**src/hdl/assert_macros.svh**
```systemverilog
// ----------------------------------------------------------------------------
// assert_macros.svh
// Shared assertion macros, sampled on clk and disabled while arst_n is low.
// ----------------------------------------------------------------------------
`ifndef ASSERT_MACROS_SVH
`define ASSERT_MACROS_SVH

// same-cycle implication
`define GRWC_ASSERT_IMP(lbl, ante, cons, msg) \
	lbl: assert property (@(posedge clk) disable iff (!arst_n) (ante) |-> (cons)) \
		else $error(msg);

// next-cycle implication
`define GRWC_ASSERT_NEXT(lbl, ante, cons, msg) \
	lbl: assert property (@(posedge clk) disable iff (!arst_n) (ante) |=> (cons)) \
		else $error(msg);

`endif

```
**src/hdl/grwc_pkg.sv**
```systemverilog
// ----------------------------------------------------------------------------
// grwc_pkg
// Types, register indexes and constants of the grid ray wall caster.
// ----------------------------------------------------------------------------
package grwc_pkg;

	localparam int MAP_WIDTH_DEF  = 32;
	localparam int MAP_HEIGHT_DEF = 32;

	localparam int DIV_W   = 32;
	localparam int DVS_W   = 16;
	localparam int DEPTH_W = 38;

	localparam logic [1:0] REG_SCREEN_DEPTH = 2'd0;
	localparam logic [1:0] REG_HALF_HEIGHT  = 2'd1;
	localparam logic [1:0] REG_MAX_STEPS    = 2'd2;
	localparam logic [1:0] REG_COLUMN_WIDTH = 2'd3;

	localparam logic ACT_WRITE = 1'b0;
	localparam logic ACT_CAST  = 1'b1;

	localparam logic [15:0] SCREEN_DEPTH_RST = 16'd400;
	localparam logic [10:0] HALF_HEIGHT_RST  = 11'd300;
	localparam logic [6:0]  MAX_STEPS_RST    = 7'd20;
	localparam logic [4:0]  COLUMN_WIDTH_RST = 5'd2;

	typedef struct packed {
		logic               action;
		logic [4:0]         cell_x;
		logic [4:0]         cell_y;
		logic [3:0]         cell_value;
		logic [15:0]        player_x;
		logic [15:0]        player_y;
		logic signed [15:0] ray_cos;
		logic signed [15:0] ray_sin;
		logic [14:0]        fisheye_cos;
		logic [9:0]         column;
	} in_word_t;

	typedef struct packed {
		logic [9:0]         screen_column;
		logic [13:0]        screen_x;
		logic [15:0]        wall_depth;
		logic [3:0]         texture_id;
		logic [7:0]         tex_offset;
		logic               hit_side;
		logic [11:0]        column_height;
		logic signed [11:0] top_row;
	} out_word_t;

	typedef struct packed {
		logic             start;
		logic [DIV_W-1:0] dividend;
		logic [DVS_W-1:0] divisor;
	} div_req_t;

	typedef struct packed {
		logic             busy;
		logic             done;
		logic [DIV_W-1:0] quotient;
	} div_rsp_t;

	typedef struct packed {
		logic               hit;
		logic [DEPTH_W-1:0] depth;
		logic [7:0]         off;
		logic [3:0]         tex;
	} cand_t;

endpackage

```
**src/hdl/grwc_map_mem.sv**
```systemverilog
// ----------------------------------------------------------------------------
// grwc_map_mem
// Tile map store with a registered read port and a clearing pass after reset.
// ----------------------------------------------------------------------------
`include "assert_macros.svh"

module grwc_map_mem
	import grwc_pkg::*;
#(
	parameter int MAP_WIDTH  = MAP_WIDTH_DEF,
	parameter int MAP_HEIGHT = MAP_HEIGHT_DEF,
	parameter int ADDR_W     = $clog2(MAP_WIDTH * MAP_HEIGHT)
) (
	input  logic              clk,
	input  logic              arst_n,
	input  logic              wr_en,
	input  logic [ADDR_W-1:0] wr_addr,
	input  logic [3:0]        wr_data,
	input  logic              rd_en,
	input  logic [ADDR_W-1:0] rd_addr,
	output logic [3:0]        rd_data,
	output logic              clearing
);

	localparam int DEPTH = MAP_WIDTH * MAP_HEIGHT;

	logic [3:0]        cells [DEPTH];
	logic              clr_q;
	logic [ADDR_W-1:0] clr_addr_q;
	logic [3:0]        rd_data_q;

	always_ff @(posedge clk or negedge arst_n) begin
		if (!arst_n) begin
			clr_q      <= 1'b1;
			clr_addr_q <= '0;
		end else if (clr_q) begin
			clr_addr_q <= clr_addr_q + 1'b1;
			if (clr_addr_q == ADDR_W'(DEPTH - 1)) begin
				clr_q <= 1'b0;
			end
		end
	end

	always_ff @(posedge clk) begin
		if (clr_q) begin
			cells[clr_addr_q] <= 4'd0;
		end else if (wr_en) begin
			cells[wr_addr] <= wr_data;
		end
	end

	always_ff @(posedge clk) begin
		if (rd_en) begin
			rd_data_q <= cells[rd_addr];
		end
	end

	assign rd_data  = rd_data_q;
	assign clearing = clr_q;

	`GRWC_ASSERT_IMP(a_no_write_in_clear, clr_q, !wr_en, "map write during clearing pass")

endmodule

```
**config.mk**
```make
export PLATFORM = sky130hd
export DESIGN_NAME = grwc_map_mem
export DESIGN_NICKNAME = d
export VERILOG_FILES = /design/src/hdl/grwc_pkg.sv /design/src/hdl/grwc_map_mem.sv
export VERILOG_INCLUDE_DIRS = /design/src /design/src/hdl
export SDC_FILE = /design/constraint.sdc
export NUM_CORES = 2
export LEC_CHECK = 0
export BUFFER_PORTS_ARGS = -buffer_cell sky130_fd_sc_hd__buf_4
export CELL_PAD_IN_SITES_DETAIL_PLACEMENT = 1
export CELL_PAD_IN_SITES_GLOBAL_PLACEMENT = 1
export CORE_MARGIN = 3
export CORE_UTILIZATION = 60
export CTS_CLUSTER_SIZE = 16
export DETAILED_ROUTE_END_ITERATION = 8
export PLACE_DENSITY = 0.81
export SLEW_MARGIN = 15
export SYNTH_ARGS = -nofsm -noshare
export SYNTH_HDL_FRONTEND = slang
export SYNTH_SLANG_ARGS = --single-unit
```
**constraint.sdc**
```tcl
create_clock -name clk -period 52.8 [get_ports clk]
set_input_delay 10.56 -clock clk [delete_from_list [all_inputs] [get_ports clk]]
set_output_delay 10.56 -clock clk [all_outputs]
set_load 0.005 [all_outputs]
```
# ---- Yosys cells after proc, flatten, opt, wreduce, memory -nomap -nowiden
# Memory sizes are Yosys's and may differ from the RTL's. A register that Yosys moved wholly into a read port is not among the register bits.
# Index checks and enable logic that the tools add are counted.
dict set report totals {
  mem_count 1
  reg_bits 11
  output_inout_bits 5
  in_bits 28
  mem_bits_rw 4096
}
dict set report classes {
  n_eq_ne 1
  muxes 10
  n_addsub 1
  reduce_logical 1
}
# memory words width rd rd_ports_with_merged_regs wr line
set memory_table {}
lappend memory_table {cells 1024 4 1 1 1 grwc_map_mem.sv:27} ;# logic [3:0] cells [DEPTH];
# op count
set ops {}
lappend ops {{adder 10 x 1 -> 10 bit (second input constant)} 1}
lappend ops {{equality test 10 bit (second input constant)} 1}
lappend ops {{two-way mux 10 bit} 1}
lappend ops {{two-way mux 1 bit} 8}
lappend ops {{two-way mux 4 bit} 1}
lappend ops {{OR reduction 4 bit} 1}

# ---- Depth between registers and ports, before layout
dict set report logic_depth {
  depth_word 5
  ltp_mapped 17
}

# ---- Least setup slack after synthesis
# Ideal clock, no wire load.
dict set report synth_path {
  kind {input port to flip-flop}
  start {input port wr_en}
  end {memory cells[0][0] (data pin)}
  path_slack_ns 25.817
  stages 4
  setup_time_ns 2.864
  arrival_ns 24.119
  n_path_buf 2
  required_ns 49.936
  cell_sequence {nor2b_1 clkbuf_1 clkbuf_1 and2_1}
}
dict set report synth_between {
  elab_chain_cells 5
}
# item line
set synth_rtl {}
lappend synth_rtl {{start, declared} grwc_map_mem.sv:16} ;# input logic wr_en,
lappend synth_rtl {{two-way mux 1 bit} grwc_map_mem.sv:47} ;# end else if (wr_en) begin
lappend synth_rtl {{two-way mux 1 bit} grwc_map_mem.sv:45} ;# if (clr_q) begin
lappend synth_rtl {{two-way mux 1 bit (implied by the code)} grwc_map_mem.sv:48} ;# cells[wr_addr] <= wr_data;
lappend synth_rtl {{OR reduction 4 bit (no source line)} --}
lappend synth_rtl {{two-way mux 4 bit (no source line)} --}
lappend synth_rtl {{end, declared} grwc_map_mem.sv:27}
# Every way passes these cells.

==> results.json <==
{
  "grt_overflow": 0,
  "clk_path_buf_depth": 4,
  "grt_pass1_wl_um": 735000,
  "cts_tree": "yes",
  "viasPerCell": 7.33,
  "crit_chain": "buf_8 > buf_4 > buf_4 > buf_4 > buf_4 > buf_4 > mux4_2 > mux4_2 > o22ai_1 > nor3_1 > nand3_1 > o22ai_1 > or4_1",
  "ys_types": 78,
  "cts.sink_count": 4111,
  "crit_type": "in2reg",
  "wl_met2_um": 241000,
  "antenna_found_initial": 49,
  "syn_area_mm2": 0.163,
  "wl_met1_um": 169000,
  "fp.dieArea_mm2": 0.278,
  "period_share": 0.315,
  "die_w_um": 527,
  "cts_setup_buffers": 0,
  "cp.required_ns": 53.51,
  "crit_fanout": 52,
  "synth_fp_nets": 8474,
  "critical_path.startpoint_type": "primary input",
  "fin_nets": 8531,
  "clock_latency_ns": 1.00,
  "wl_per_cell_um": 41.8,
  "drtAntennaViolNets": 0,
  "ys_seq_area_frac": 0.758,
  "cts_buffers": 400,
  "slew_viol_final": 0,
  "max_freq_mhz": 60.1,
  "syn_area_per_cell_um2": 19.3,
  "postCtsResizedCells": 0,
  "max_cap_viol_count": 0,
  "async_flop_share": 0.00268,
  "fp.coreArea_mm2": 0.269,
  "drtIter0Drc": 16200,
  "dp_hpwl_um": 295000,
  "drtPass1Iterations": 8,
  "start_util": 0.605,
  "rsz0062_at_grt": "false",
  "synth_edf_count": 4100,
  "fin_crit_ns": 16.64,
  "tightest_slew_ns": 1.32,
  "design_area_mm2": 0.180,
  "grt_usage": 0.376,
  "grt_max_degree": 234,
  "crit_slowest_cell": "buf_4",
  "synth_ff_type": "edfxtp_1",
  "yosysWarnings": 0,
  "grt_pass1_vias": 94400,
  "gp_congestion": 0.853,
  "ios": 33,
  "cts-root-buf": "clkbuf_16",
  "rows": 190,
  "status": "finished with violations",
  "layout_common_cells": "edfxtp_1 (4100), nor2_1 (1105), mux4_2 (828), mux2i_1 (471), clkbuf_16 (408)",
  "drive_gt1_frac": 0.203,
  "end_kind": "register",
  "finalSetupViolCount": 0,
  "path_clk_slew_ns": 0.07,
  "drcViolationCount": 1,
  "peakVddDrop_uv": 31.7,
  "final_common_cell": "edfxtp_1",
  "power_leakage_nw": 56.1,
  "cpPeakStageDelay_ns": 0.76,
  "dpl_cell_area_mm2": 0.167,
  "wl_um": 519000,
  "cts_hold_buf": 0,
  "cp-startpoint": "rd_addr[1]",
  "die_h_um": 527,
  "clock_skew_ns": 0.0658,
  "finalSetupTns_ns": 0,
  "hold_start": "clr_addr_q[8]$_DFFE_PN0P_",
  "violations": "DRC",
  "crit_top_cell": "buf_4",
  "final_util": 0.669,
  "area_growth_pct": 10.5,
  "maxSlewHeadroom": 0.111,
  "port_buffers": 32,
  "netlist_instances": 8445,
  "hp-class": "reg2reg",
  "ys_ff_latch": 4111,
  "highest_layer": "met5",
  "cp.arrival_ns": 17.35,
  "via_count": 91000,
  "r2r_start": "clearing$_DFF_PN1_",
  "hold_violations": 0,
  "dr_wl_met3_um": 70900,
  "htreeDepth": 5,
  "pwr_density_cell_mw_per_mm2": 38.0
}
## per-layer routing
layer / global-route usage / vias to the layer above
met4: 0.233 / 38
met2: 0.564 / 7905
met5: 0.00242 / -
li1: - / 34500
met1: 0.494 / 46800
met3: 0.106 / 1741
## layout make-up
cell class,count,area (µm²)
repair buffers,254,2200
clock buffers,474,10500
multi-input cells,3727,36700
fillers,21200,89000
clock inverters,264,2520
inverters,8,45.0
diodes,28,70.1
well taps,3552,4440
flip-flops and latches,4111,123000
## cells by family after synthesis
logic type / after synthesis / synth area share
buffers and inverters: 607 / 0.0200
DFF: 4111 / 0.758
adders and majority gates: 1 / 0.0000769
AOI/OAI and AO/OA: 785 / 0.0341
xor gates and xnor gates: 9 / 0.000484
muxes: 1332 / 0.146
and+or+nand+nor: 1600 / 0.0410
## power by group
group          total (W)  internal (W)  switching [W]
combinational   0.000354      0.000107       0.000247
clock            0.00290       0.00162        0.00128
sequential       0.00359       0.00359     0.00000115
## stage by stage
| stage | setup slack, ns | std cells | total power [W] | hold WS, ns |
|---|---|---|---|---|
| 2_1_floorplan | 25.82 | 8445 | 0.00391 | 0.478 |
| 5_1_grt | 35.84 | 12400 | 0.00698 | 0.584 |
| 6_report | 36.16 | 12400 | 0.00684 | 0.554 |
| 4_1_cts | 36.25 | 12400 | 0.00683 | 0.555 |
| 3_3_place_gp | 35.27 | 11600 | 0.00398 | 0.517 |
| 3_5_place_dp | 35.31 | 11700 | 0.00400 | 0.541 |
## flip-flops by register name, indices dropped and copies added, names as in the netlist
name / flops
clearing: 1
cells: 4096
rd_data: 4
clr_addr_q: 10
## Yosys cell counts (all sizes together), types with 7 or more instances
cell     instances  area (µm²)
a2111oi         18         158
a211oi          31         233
a21oi          143         716
a221oi          33         289
a22o            26         228
a22oi          108         811
a311oi           9        78.8
a31oi           10        62.6
and2            21         131
and3            15        93.8
buf            337        2240
clkbuf         262         983
dfrtp           10         250
edfxtp        4100      123000
inv              8        30.0
mux2            28         315
mux2i          471        4710
mux4           833       18800
nand2          183         687
nand2b          14        87.6
nand3           61         305
nand3b          13        97.6
nand4           20         125
nor2          1114        4180
nor2b           17         106
nor3            72         360
nor3b            7        52.6
nor4            29         181
o211ai           8        60.1
o21ai           66         330
o221ai         146        1280
o22ai          133         832
o31ai            8        60.1
or2              7        43.8
or4              7        52.6
xnor2            7        61.3
## path summary, 6_finish.rpt
path	endpoint	slack [ns]	cells past startpoint
worst max-delay path	rd_data[0]$_DFFE_PP_	36.16	13
worst min-delay path	clr_addr_q[8]$_DFFE_PN0P_	0.55	1
worst max register to register	cells[1014][2]$_DFFE_PP_	47.09	6
worst min register to register	clr_addr_q[8]$_DFFE_PN0P_	0.55	1
max in group asynchronous	clearing$_DFF_PN1_	43.12	1
min in group asynchronous	clr_addr_q[0]$_DFFE_PN0P_	9.45	1
## critical path: cells and delay by family
kind,cells,cell delay (ns)
AOI/OAI and AO/OA,2,0.72
muxes,2,0.97
buffers and inverters,6,3.76
and+or+nand+nor,3,1.11
Note: power is estimated with default switching activity, not from simulation.
