--- src/hdl/assert_macros.svh ---
// ----------------------------------------------------------------------------
// assert_macros.svh
// Shared assertion macros, sampled on clk and disabled while arst_n is low.
// ----------------------------------------------------------------------------
`ifndef ASSERT_MACROS_SVH
`define ASSERT_MACROS_SVH

// same-cycle implication
`define GRWC_ASSERT_IMP(lbl, ante, cons, msg) \
	lbl: assert property (@(posedge clk) disable iff (!arst_n) (ante) |-> (cons)) \
		else $error(msg);

// next-cycle implication
`define GRWC_ASSERT_NEXT(lbl, ante, cons, msg) \
	lbl: assert property (@(posedge clk) disable iff (!arst_n) (ante) |=> (cons)) \
		else $error(msg);

`endif

--- src/hdl/grwc_pkg.sv ---
// ----------------------------------------------------------------------------
// grwc_pkg
// Types, register indexes and constants of the grid ray wall caster.
// ----------------------------------------------------------------------------
package grwc_pkg;

	localparam int MAP_WIDTH_DEF  = 32;
	localparam int MAP_HEIGHT_DEF = 32;

	localparam int DIV_W   = 32;
	localparam int DVS_W   = 16;
	localparam int DEPTH_W = 38;

	localparam logic [1:0] REG_SCREEN_DEPTH = 2'd0;
	localparam logic [1:0] REG_HALF_HEIGHT  = 2'd1;
	localparam logic [1:0] REG_MAX_STEPS    = 2'd2;
	localparam logic [1:0] REG_COLUMN_WIDTH = 2'd3;

	localparam logic ACT_WRITE = 1'b0;
	localparam logic ACT_CAST  = 1'b1;

	localparam logic [15:0] SCREEN_DEPTH_RST = 16'd400;
	localparam logic [10:0] HALF_HEIGHT_RST  = 11'd300;
	localparam logic [6:0]  MAX_STEPS_RST    = 7'd20;
	localparam logic [4:0]  COLUMN_WIDTH_RST = 5'd2;

	typedef struct packed {
		logic               action;
		logic [4:0]         cell_x;
		logic [4:0]         cell_y;
		logic [3:0]         cell_value;
		logic [15:0]        player_x;
		logic [15:0]        player_y;
		logic signed [15:0] ray_cos;
		logic signed [15:0] ray_sin;
		logic [14:0]        fisheye_cos;
		logic [9:0]         column;
	} in_word_t;

	typedef struct packed {
		logic [9:0]         screen_column;
		logic [13:0]        screen_x;
		logic [15:0]        wall_depth;
		logic [3:0]         texture_id;
		logic [7:0]         tex_offset;
		logic               hit_side;
		logic [11:0]        column_height;
		logic signed [11:0] top_row;
	} out_word_t;

	typedef struct packed {
		logic             start;
		logic [DIV_W-1:0] dividend;
		logic [DVS_W-1:0] divisor;
	} div_req_t;

	typedef struct packed {
		logic             busy;
		logic             done;
		logic [DIV_W-1:0] quotient;
	} div_rsp_t;

	typedef struct packed {
		logic               hit;
		logic [DEPTH_W-1:0] depth;
		logic [7:0]         off;
		logic [3:0]         tex;
	} cand_t;

endpackage

--- src/hdl/grwc_div.sv ---
// ----------------------------------------------------------------------------
// grwc_div
// Restoring unsigned divider, one quotient bit per cycle.
// ----------------------------------------------------------------------------
`include "assert_macros.svh"

module grwc_div
	import grwc_pkg::*;
(
	input  logic     clk,
	input  logic     arst_n,
	input  div_req_t req,
	output div_rsp_t rsp
);

	localparam int CNT_W = $clog2(DIV_W + 1);

	logic             busy_q;
	logic             done_q;
	logic [CNT_W-1:0] cnt_q;
	logic [DVS_W-1:0] rem_q;
	logic [DIV_W-1:0] quo_q;
	logic [DVS_W-1:0] dvs_q;
	logic [DVS_W:0]   trial;
	logic [DVS_W:0]   diff;
	logic             ge;

	assign trial = {rem_q, quo_q[DIV_W-1]};
	assign ge    = trial >= {1'b0, dvs_q};
	assign diff  = trial - {1'b0, dvs_q};

	always_ff @(posedge clk or negedge arst_n) begin
		if (!arst_n) begin
			busy_q <= 1'b0;
			done_q <= 1'b0;
			cnt_q  <= '0;
		end else if (req.start) begin
			busy_q <= 1'b1;
			done_q <= 1'b0;
			cnt_q  <= CNT_W'(DIV_W);
		end else if (busy_q) begin
			cnt_q <= cnt_q - 1'b1;
			if (cnt_q == CNT_W'(1)) begin
				busy_q <= 1'b0;
				done_q <= 1'b1;
			end
		end else begin
			done_q <= 1'b0;
		end
	end

	always_ff @(posedge clk) begin
		if (req.start) begin
			rem_q <= '0;
			quo_q <= req.dividend;
			dvs_q <= req.divisor;
		end else if (busy_q) begin
			rem_q <= ge ? diff[DVS_W-1:0] : trial[DVS_W-1:0];
			quo_q <= {quo_q[DIV_W-2:0], ge};
		end
	end

	assign rsp.busy     = busy_q;
	assign rsp.done     = done_q;
	assign rsp.quotient = quo_q;

	`GRWC_ASSERT_IMP(a_done_after_busy, done_q, $past(busy_q), "divider done without a run")

endmodule

--- config.mk ---
export PLATFORM = sky130hd
export DESIGN_NAME = grwc_div
export DESIGN_NICKNAME = d
export VERILOG_FILES = /design/src/hdl/grwc_pkg.sv /design/src/hdl/grwc_div.sv
export VERILOG_INCLUDE_DIRS = /design/src /design/src/hdl
export SDC_FILE = /design/constraint.sdc
export NUM_CORES = 1
export LEC_CHECK = 0
export BUFFER_PORTS_ARGS = -buffer_cell sky130_fd_sc_hd__buf_2
export CAP_MARGIN = 25
export CORE_ASPECT_RATIO = 0.8
export CORE_MARGIN = 1.5
export CORE_UTILIZATION = 35
export CTS_BUF_LIST = sky130_fd_sc_hd__clkbuf_8 sky130_fd_sc_hd__clkbuf_16
export DETAILED_ROUTE_END_ITERATION = 8
export PLACE_DENSITY_LB_ADDON = 0.08
export SYNTH_ARGS = -nofsm -noshare
export SYNTH_HDL_FRONTEND = slang
export SYNTH_SLANG_ARGS = --single-unit
--- constraint.sdc ---
create_clock -name clk -period 2.35 [get_ports clk]
set_input_delay 0.47 -clock clk [delete_from_list [all_inputs] [get_ports clk]]
set_output_delay 0.47 -clock clk [all_outputs]
set_load 0.005 [all_outputs]
=== Word level (Yosys, flattened, before mapping) ===
Cells that the tools add are included.

* Flip-flop bits (word level): 72
* Input bits: 51
* Output and inout bits: 34
* Logic and storage cells: 23

* Add/subtract/negate cells: 2
* $lt $le $gt $ge: 1
* Equal/unequal tests: 2
* Mux-type cells: 11
* Reduce and logical (&&, ||, !) cells: 1

{| class="wikitable"
|+ Operators with widths
! operator !! count
|-
| 32-bit two-way mux || 2
|-
| 17-bit by 16-bit >= comparator with 1-bit output || 1
|-
| 16-bit two-way mux || 1
|-
| 16-bit subtractor || 1
|-
| 6-bit two-way mux || 2
|-
| 6-bit by 1-bit == test with 1-bit output, second input constant || 1
|-
| 1-bit two-way mux || 6
|-
| 6-bit by 1-bit subtractor with 6-bit output, second input constant || 1
|-
| 3-bit by 2-bit inequality test with 1-bit output, second input constant || 1
|-
| 2-bit nonzero test || 1
|}

=== Longest topological paths before layout ===
Gate-level depths: netlist of the first run.

* Depth in word-level cells: 4
* Gate-level depth with buffers: 9
* Depth with buffers taken out: 9

=== Least setup slack after synthesis of the first run ===
No wires, ideal clock.

* Path type: flip-flop to flip-flop
* Start: register quo_q[31]
* End: register rem_q[14]
* Library setup time: 0.112 ns
* Arrival time: 2.046 ns
* Required time: 2.238 ns
* Path slack: 0.192 ns
* Cell stages (with the launch flop): 10
* Path buffers: 0
* Clock period less this slack: 2.158 ns
* Cells stage by stage: edfxtp_1 inv_1 ha_1 fa_1 nor2b_1 o31ai_1 a21oi_1 o2111a_1 a211oi_1 a2111oi_1

* Word-level cells in the longest chain between the ends: 2
* Elaborated cells between the ends (all ways): 3
* Classes of those cells: add/sub (1); order compare (1); mux (1)

{| class="wikitable"
|+ Ends and longest elaborated chain
! item !! line !! text
|-
| from (decl) || grwc_div.sv:22 || <nowiki>logic [DIV_W-1:0] quo_q;</nowiki>
|-
| from (signal assigned) || grwc_div.sv:55 || <nowiki>quo_q <= req.dividend;</nowiki>
|-
| from (signal assigned) || grwc_div.sv:59 || <nowiki>quo_q <= {quo_q[DIV_W-2:0], ge};</nowiki>
|-
| 16-bit subtractor / 17-bit by 16-bit >= comparator with 1-bit output (equally long branches) || grwc_div.sv:30, grwc_div.sv:29 ||
|-
| 16-bit two-way mux * || grwc_div.sv:58 || <nowiki>rem_q <= ge ? diff[DVS_W-1:0] : trial[DVS_W-1:0];</nowiki>
|-
| to (signal assigned) || grwc_div.sv:58 ||
|-
| to (decl) || grwc_div.sv:21 || <nowiki>logic [DVS_W-1:0] rem_q;</nowiki>
|}

Mark *: on every way between the ends. The rest lies on a longest branch, timed or not.
A chain may end at the register's enable or synchronous reset.

=== Final worst setup path of the first run ===
* Start: register rem_q[0]
* End: register rem_q[0]

* Word-level cells in the longest chain between the ends: 2

{| class="wikitable"
|+ Ends and longest elaborated chain
! item !! line !! text
|-
| 17-bit by 16-bit >= comparator with 1-bit output || grwc_div.sv:29 || <nowiki>assign ge = trial >= {1'b0, dvs_q};</nowiki>
|-
| 16-bit two-way mux || grwc_div.sv:58 ||
|}

No other way between the ends.

==> metrics.md, run 1 <==
| Metric | Value |
|---|---|
| Status | `completed` |
| Die H | `just under 100 µm` |
| Routed Antenna Nets | `0` |
| VDD IR max | `approximately 0.44 mV` |
| Routability cong. | `between 0.8 and 0.9` |
| Final critical-path share of the clock period | `95.2%` |
| Die X | `approximately 120 µm` |
| CTS max path bufs | `2` |
| Worst setup SP type | `flop` |
| Root Buffer | `clkbuf_16` |
| Synthesized Nets | `429` |
| Filler cell count | `roughly 1000` |
| Commonest non-fill, non-tap cells in the layout | `buf_2 (84), edfxtp_1 (48), mux2_2 (31)` |
| Vias in the first global route | `around 2900` |
| First-pass GRT wire length | `15.1 mm` |
| # port buffers | `84` |
| Initial Util | `roughly 36%` |
| Total gr overflow | `0` |
| Critical path fanouts, max | `11` |
| Drt drc | `0` |
| DRT Pass-1 Iters | `4` |
| Synth area leader | `edfxtp_1` |
| Unrepaired setup endpoints after global routing | `true` |
| Area of the die | `about 12000 µm²` |
| Clk_skew | `0.0105 ns` |
| Dpl hpwl | `~6.5 mm` |
| Fin util | `about 47%` |
| Max_slew headroom | `about three fifths` |
| Min-delay worst type | `in2reg` |
| Clk Latency, worst-skew pair | `roughly 0.33 ns` |
| Worst EP required | `approximately 2.6 ns` |
| Sequential-to-total area share from yosys stat | `49.6%` |
| Rows | `34` |
| Leakage | `around 0.0022 µW` |
| GRT Total Usage | `between 10% and 20%` |
| Core area | `between 10000 and 15000 µm²` |
| Crit Path Category | `reg2reg` |
| Sink Count | `between 70 and 80` |
| Avg Cell Area, Syn | `between 10 and 15 µm²` |
| Final Hold Viols | `0` |
| Commonest non-fill, non-tap cell in the layout | `buf_2` |
| CTS clk-pin slew, worst paths | `approximately 0.06 ns` |
| Number of flops mapped to enable cells by yosys | `48` |
| CTS buffer count | `9` |
| Asr flop ratio synth | `roughly 11%` |
| Number of diodes | `0` |
| Top-area cell type share of the netlist area | `36.4%` |
| Layout cell share with drive strength beyond 1 | `around two fifths` |
| Crit. End Element | `flop` |
| Vias per cell | `approximately 5` |
| Worst EP arrival | `2.48 ns` |
| Power consumption | `roughly 5600 µW` |
| Vias | `3068` |
| Post-Syn Area | `3960 µm²` |
| Primary FF master, synth | `edfxtp_1` |
| Post-route minimum period | `approximately 2.2 ns` |
| Avg WL per Cell | `15.5 µm` |
| Yosys reg bits | `a little over 70` |
| Slew Limit Fails | `0` |
| I/O pin count | `85` |
| Area growth syn-to-layout | `29.0%` |
| Main area contributors after synthesis | `edfxtp_1 (36%), mux2_2 (8.8%), dfxtp_1 (8.1%)` |
| PwrDens | `1090 nW/µm²` |
| Maxcap violations | `0` |
| Nets | `roughly 530` |
| Antenna violations before repair | `0` |
| Count of final setup violators | `0` |
| Largest net degree at the start of global routing | `43` |
| Seq. cell area | `slightly below 2000 µm²` |
| Post-synth cell types | `56` |
| Drt total wl | `9.49 mm` |
| Maximum clock rate | `447 MHz` |
| Worst slew pin tran | `just under 0.6 ns` |
| H-tree depth | `3` |
| Multi-input logic area | `~1900 µm²` |
| Syn. warnings | `0` |
| Initial DRC count | `around 220` |
| Synth Instances | `359` |
| TritonCTS clock tree | `built` |
[per-layer routing]
layer / global-route usage [%] / vias to the layer above / share of wire (%)
met5: 0 / - / 0
met4: 5.34 / 0 / 1.1
met3: 4.73 / 9 / 5.1
met2: 22.9 / 68 / 43
met1: 23.8 / 1442 / 51
li1: - / 1549 / -
[cells in the mapped netlist, types with 3 or more instances]
cell type   n
nand2b_1    6
a21oi_1    18
nand3_1    13
buf_2       4
nor2_1     30
clkbuf_1    8
nor4_1      3
xnor2_1     7
ha_1       18
nand2_1    19
a311oi_1   10
o21ai_0    15
o31ai_1     5
dfrtp_1     8
a211oi_1    5
inv_1      23
a21o_1      5
xor2_1      6
mux2_2     31
or3_1       4
edfxtp_1   48
buf_4       3
nor3_1     10
o211ai_1    4
dfxtp_1    16
[critical path: stages, from the launching register on]
cell	delay [ns]
dfxtp_1	0.31
buf_4	0.14
ha_1	0.29
nand2b_1	0.10
a211o_4	0.38
a21oi_4	0.19
o211ai_2	0.16
buf_6	0.20
a21o_1	0.17
a311oi_2	0.22
[cell families (layout without fill, tap and decap cells)]
kind of cell    count (synthesis)  in the layout  synth area share (%)
mux                            31             31                  8.83
flops                          72             72                  49.6
xor+xnor                       13             13                  2.88
buf+inv                        41            150                  4.68
fa+ha+maj                      19             19                  6.20
simple gates                   96             96                  11.8
compound gates                 87             88                  16.0
[final cells by class]
class / count / share of cell area, %
sequential: 72 / 38.4
multi-input combinational: 247 / 37.7
timing repair buffer: 111 / 12.8
clock buffer: 10 / 4.68
tap: 144 / 3.53
inverter: 23 / 1.69
clock inverter: 6 / 1.18
[state kept, by name, summed over array words and instances, names as in the netlist]
register / count
busy_q: 1
cnt_q: 6
done_q: 1
dvs_q: 16
quo_q: 32
rem_q: 16
[metrics by stage]
stage | TNS (ns) | cell area, µm² | instances | hold slack [ns] | setup WS (ns)
after global placement | 0 | 4620 | 588 | 0.324 | 0.0260
after global routing | -0.0292 | 5100 | 613 | 0.300 | -0.0171
after CTS | 0 | 4940 | 605 | 0.299 | 0.0266
after floorplan | 0 | 3960 | 359 | 0.174 | 0.192
final | 0 | 5100 | 613 | 0.313 | 0.113
after detailed placement | -0.0279 | 4620 | 588 | 0.323 | -0.0147
[repair_timing]
| item | in CTS | in global routing |
|---|---|---|
| hold buffers | 1 | 0 |
| gates resized for setup | 2 | 20 |
| pin swaps | 0 | 6 |
| setup endpoints to repair | 3 | 12 |
| cloned | 0 | 1 |
| endpoints found under the hold margin | 8 | 0 |
| setup buffers | 0 | 7 |
[worst paths after layout]
| path | from | endpoint | slack [ns] | cells after the start |
|---|---|---|---|---|
| min in group asynchronous | arst_n | busy_q$_DFF_PN0_ | 0.51 | 2 |
| max in group asynchronous | arst_n | done_q$_DFFE_PN0P_ | 1.66 | 2 |
| worst max-delay path | rem_q[0]$_SDFFE_PP0P_ | rem_q[0]$_SDFFE_PP0P_ | 0.11 | 9 |
| worst min-delay path | req[11] | dvs_q[11]$_DFFE_PP_ | 0.31 | 1 |
| worst min register to register | rem_q[5]$_SDFFE_PP0P_ | rem_q[5]$_SDFFE_PP0P_ | 0.50 | 2 |
| worst max register to register | rem_q[0]$_SDFFE_PP0P_ | rem_q[0]$_SDFFE_PP0P_ | 0.11 | 9 |
[report_power, final]
group | internal, µW | switching, µW
Sequential | 1650 | 201
Combinational | 1100 | 1260
Clock | 845 | 521
Total | 3600 | 1980
Note: power is estimated with default switching activity, not from simulation.
==> run 2, diff against run 1 <==
- RECOVER_POWER: unset -> 100
- clock period: 2.35 -> 2.1 ns (I/O delays scaled with it)
==> metrics.md, run 2 (same netlist as run 1, synthesis figures left out) <==
| Metric | Value |
|---|---|
| VDD IR max | `0.551 mV (was 0.440 mV)` |
| Largest net degree at the start of global routing | `33 (was 43)` |
| CTS max path bufs | `2 (unchanged)` |
| Max reg flops | `32 (unchanged)` |
| Most flop-heavy register | `quo_q (unchanged)` |
| Critical path fanouts, max | `5 (was 11)` |
| Post-route minimum period | `2.12 ns (was 2.24 ns)` |
| Clk Latency, worst-skew pair | `0.33 ns (about the same)` |
| RR Startpoint | `dvs_q[1]$_DFFE_PP_ (was rem_q[0]$_SDFFE_PP0P_)` |
| Grt peak-use layer | `met1 (unchanged)` |
| Switching Share | `35.1% (was 35.4%)` |
| Layout cell share with drive strength beyond 1 | `43.4% (was 38.2%)` |
| Comb pwr share | `46.9% (was 42.3%)` |
| Reg2reg path depth | `8 (was 9)` |
| Maxcap violations | `0 (unchanged)` |
| Cells along the critical path | `buf_4 -> fa_2 -> nor2b_4 -> o31ai_4 -> a21oi_4 -> o2111a_1 -> a211oi_2 -> a2111oi_2 (was buf_4 -> ha_1 -> nand2b_1 -> a211o_4 -> a21oi_4 -> o211ai_2 -> buf_6 -> a21o_1 -> a311oi_2)` |
| Clock power share | `23.5% (was 24.5%)` |
| Antenna violations before repair | `0 (unchanged)` |
| Vias per cell | `4.96 (was 5.00)` |
| Final critical-path share of the clock period | `101% (was 95.2%)` |
| Status | `finished with violations (was completed)` |
| Internal power | `4580 µW (was 3600 µW)` |
| Slowest CP cell | `edfxtp_1 (was a211o_4)` |
| Final Hold Viols | `0 (unchanged)` |
| Commonest non-fill, non-tap cell in the layout | `buf_2 (unchanged)` |
| Drt drc | `0 (unchanged)` |
| I/O pin count | `85 (unchanged)` |
| Hold_sp | `req[8] (was req[11])` |
| Clk_skew | `0.00677 ns (was 0.0105 ns)` |
| Max incr delay on CP | `0.42 ns (was 0.38 ns)` |
| # port buffers | `84 (unchanged)` |
| Critical R2R Capture | `rem_q[14]$_SDFFE_PP0P_ (was rem_q[0]$_SDFFE_PP0P_)` |
| Worst setup SP type | `flop (unchanged)` |
| Crit Path Category | `reg2reg (unchanged)` |
| Number of diodes | `0 (unchanged)` |
| Worst slew pin tran | `0.856 ns (was 0.595 ns)` |
| Unrepaired setup endpoints after global routing | `true (unchanged)` |
| Commonest non-fill, non-tap cells in the layout | `buf_2 (65), edfxtp_1 (48), buf_4 (40) (was buf_2 (84), edfxtp_1 (48), mux2_2 (31))` |
| CTS buffer count | `9 (unchanged)` |
| Initial Util | `36.2% (unchanged)` |
| Total net switching power | `2480 µW (was 1980 µW)` |
| Maximum clock rate | `472 MHz (was 447 MHz)` |
| Fin area | `5520 µm² (was 5100 µm²)` |
| Vias in the first global route | `3096 (was 2859)` |
| R2R Setup Slk | `-0.02 ns (was 0.11 ns)` |
| Vias | `3186 (was 3068)` |
| Root Buffer | `clkbuf_16 (unchanged)` |
| Dpl hpwl | `6.91 mm (was 6.51 mm)` |
| Hold path depth | `1 (unchanged)` |
| Worst EP arrival | `2.34 ns (was 2.48 ns)` |
| Nets | `563 (was 534)` |
| Rows | `34 (unchanged)` |
| Met3 GRT Util | `4.67% (was 4.73%)` |
| H-tree depth | `3 (unchanged)` |
| Count of final setup violators | `3 (was 0)` |
| Worst EP required | `2.32 ns (was 2.59 ns)` |
| Failing checks | `setup timing` |
| Die X | `122 µm (unchanged)` |
| Sink Count | `72 (unchanged)` |
| Core area | `10900 µm² (unchanged)` |
| DRT Pass-1 Iters | `4 (unchanged)` |
| Hold Path End | `dvs_q[8]$_DFFE_PP_ (was dvs_q[11]$_DFFE_PP_)` |
| Crit. End Element | `flop (unchanged)` |
| Flop pwr share | `29.6% (was 33.2%)` |
| Dpl cell area | `4830 µm² (was 4620 µm²)` |
| Min-delay worst type | `in2reg (unchanged)` |
| Post-route setup slack | `-0.0192 ns (was 0.113 ns)` |
| Max_slew headroom | `42.9% (was 60.0%)` |
| Avg WL per Cell | `15.6 µm (was 15.5 µm)` |
| Routability cong. | `0.794 (was 0.802)` |
| Total gr overflow | `0 (unchanged)` |
| Met1 Usage GRT | `24.4% (was 23.8%)` |
| CTS clk-pin slew, worst paths | `0.06 ns (about the same)` |
| Hold_ws | `0.263 ns (was 0.313 ns)` |
| WP buf/inv | `1 (was 2)` |
| Drt total wl | `10.0 mm (was 9.49 mm)` |
| PwrDens | `1280 nW/µm² (was 1090 nW/µm²)` |
| GRT Total Usage | `16.9% (was 16.3%)` |
| Top delay family on crit path | `compound AO/OA/AOI/OAI gates (unchanged)` |
| Die H | `98.1 µm (unchanged)` |
| Initial DRC count | `174 (was 215)` |
| TritonCTS clock tree | `built (unchanged)` |
| First-pass GRT wire length | `15.7 mm (was 15.1 mm)` |
| Area growth syn-to-layout | `39.5% (was 29.0%)` |
| Largest regs | `quo_q: 32 flops, dvs_q: 16 flops, rem_q: 16 flops (unchanged)` |
| Leakage | `0.00233 µW (was 0.00222 µW)` |
| Area of the die | `12000 µm² (unchanged)` |
| Slew Limit Fails | `0 (unchanged)` |
| Routed Antenna Nets | `0 (unchanged)` |
| Met2 Use GR | `24.4% (was 22.9%)` |
[run 2: changes by cell type in the layout (fill, tap and decap cells not counted), sizes merged]
cell / delta
buf: +1
bufinv: +1
clkbuf: +29
clkinv: -2
clkinvlp: -1
inv: +1
[run 2: power groups by stage]
| stage | registers (µW) | clock network, µW | logic, µW |
|---|---|---|---|
| after CTS | 2070 | 1700 | 2880 |
| after detailed placement | 2080 | 0 | 2660 |
| final | 2090 | 1660 | 3310 |
| after global routing | 2130 | 1760 | 3610 |
| after global placement | 2070 | 0 | 2650 |
| after floorplan | 2050 | 0 | 1720 |
[run 2: cell type report]
cell class | count | area [µm²]
Timing Repair Buffer | 140 | 812
Fill cell | 999 | 5420
Multi-Input combinational cell | 247 | 2150
Clock inverter | 5 | 72.6
Sequential cell | 72 | 1960
Clock buffer | 11 | 253
Tap cell | 144 | 180
Inverter | 23 | 86.3
[run 2: metrics by stage]
| stage | total power, µW | utilization (%) | setup WS, ns | setup TNS [ns] | cells |
|---|---|---|---|---|---|
| 2_1_floorplan | 3780 | - | 0.00964 | 0 | 359 |
| 3_3_place_gp | 4720 | 44.2 | -0.106 | -0.417 | 618 |
| 3_5_place_dp | 4730 | 44.2 | -0.172 | -0.763 | 618 |
| 4_1_cts | 6650 | 48.5 | -0.153 | -0.314 | 637 |
| 5_1_grt | 7500 | 50.5 | -0.103 | -0.905 | 642 |
| 6_report | 7060 | 50.5 | -0.0192 | -0.0360 | 642 |
[run 2: worst max-delay path by stage]
stage | from | endpoint | slack [ns] | cells after the start
final | dvs_q[1]$_DFFE_PP_ | rem_q[14]$_SDFFE_PP0P_ | -0.02 | 8
after global routing | dvs_q[1]$_DFFE_PP_ | rem_q[9]$_SDFFE_PP0P_ | -0.10 | 9
after CTS | dvs_q[0]$_DFFE_PP_ | rem_q[14]$_SDFFE_PP0P_ | -0.15 | 8
after detailed placement | quo_q[31]$_DFFE_PP_ | rem_q[14]$_SDFFE_PP0P_ | -0.17 | 9
after global placement | quo_q[31]$_DFFE_PP_ | rem_q[14]$_SDFFE_PP0P_ | -0.11 | 9
after floorplan | quo_q[31]$_DFFE_PP_ | rem_q[14]$_SDFFE_PP0P_ | 0.01 | 9
[run 2: timing repair]
item,in CTS,in global routing
endpoints found under the hold margin,8,0
setup endpoints to repair,16,17
hold buffers,1,0
buffers inserted,1,5
gates resized for setup,23,48
cloned,1,0
pin swaps,11,34
[run 2: worst reg2reg max path: cells and delay by family, from the launching register on]
| kind | cells | cell delay, ns |
|---|---|---|
| AOI/OAI and AO/OA | 5 | 0.87 |
| adders and majority gates | 1 | 0.38 |
| buffers and inverters | 1 | 0.17 |
| DFF | 1 | 0.42 |
| and+or+nand+nor | 1 | 0.16 |
[run 2: metal layers]
| metal | part of all wire (%) | vias up | wire length (µm) |
|---|---|---|---|
| li1 | - | 1601 | - |
| met1 | 50 | 1512 | 4990 |
| met2 | 45 | 65 | 4490 |
| met3 | 4.3 | 8 | 428 |
| met4 | 1.0 | 0 | 102 |
| met5 | 0 | - | 0 |
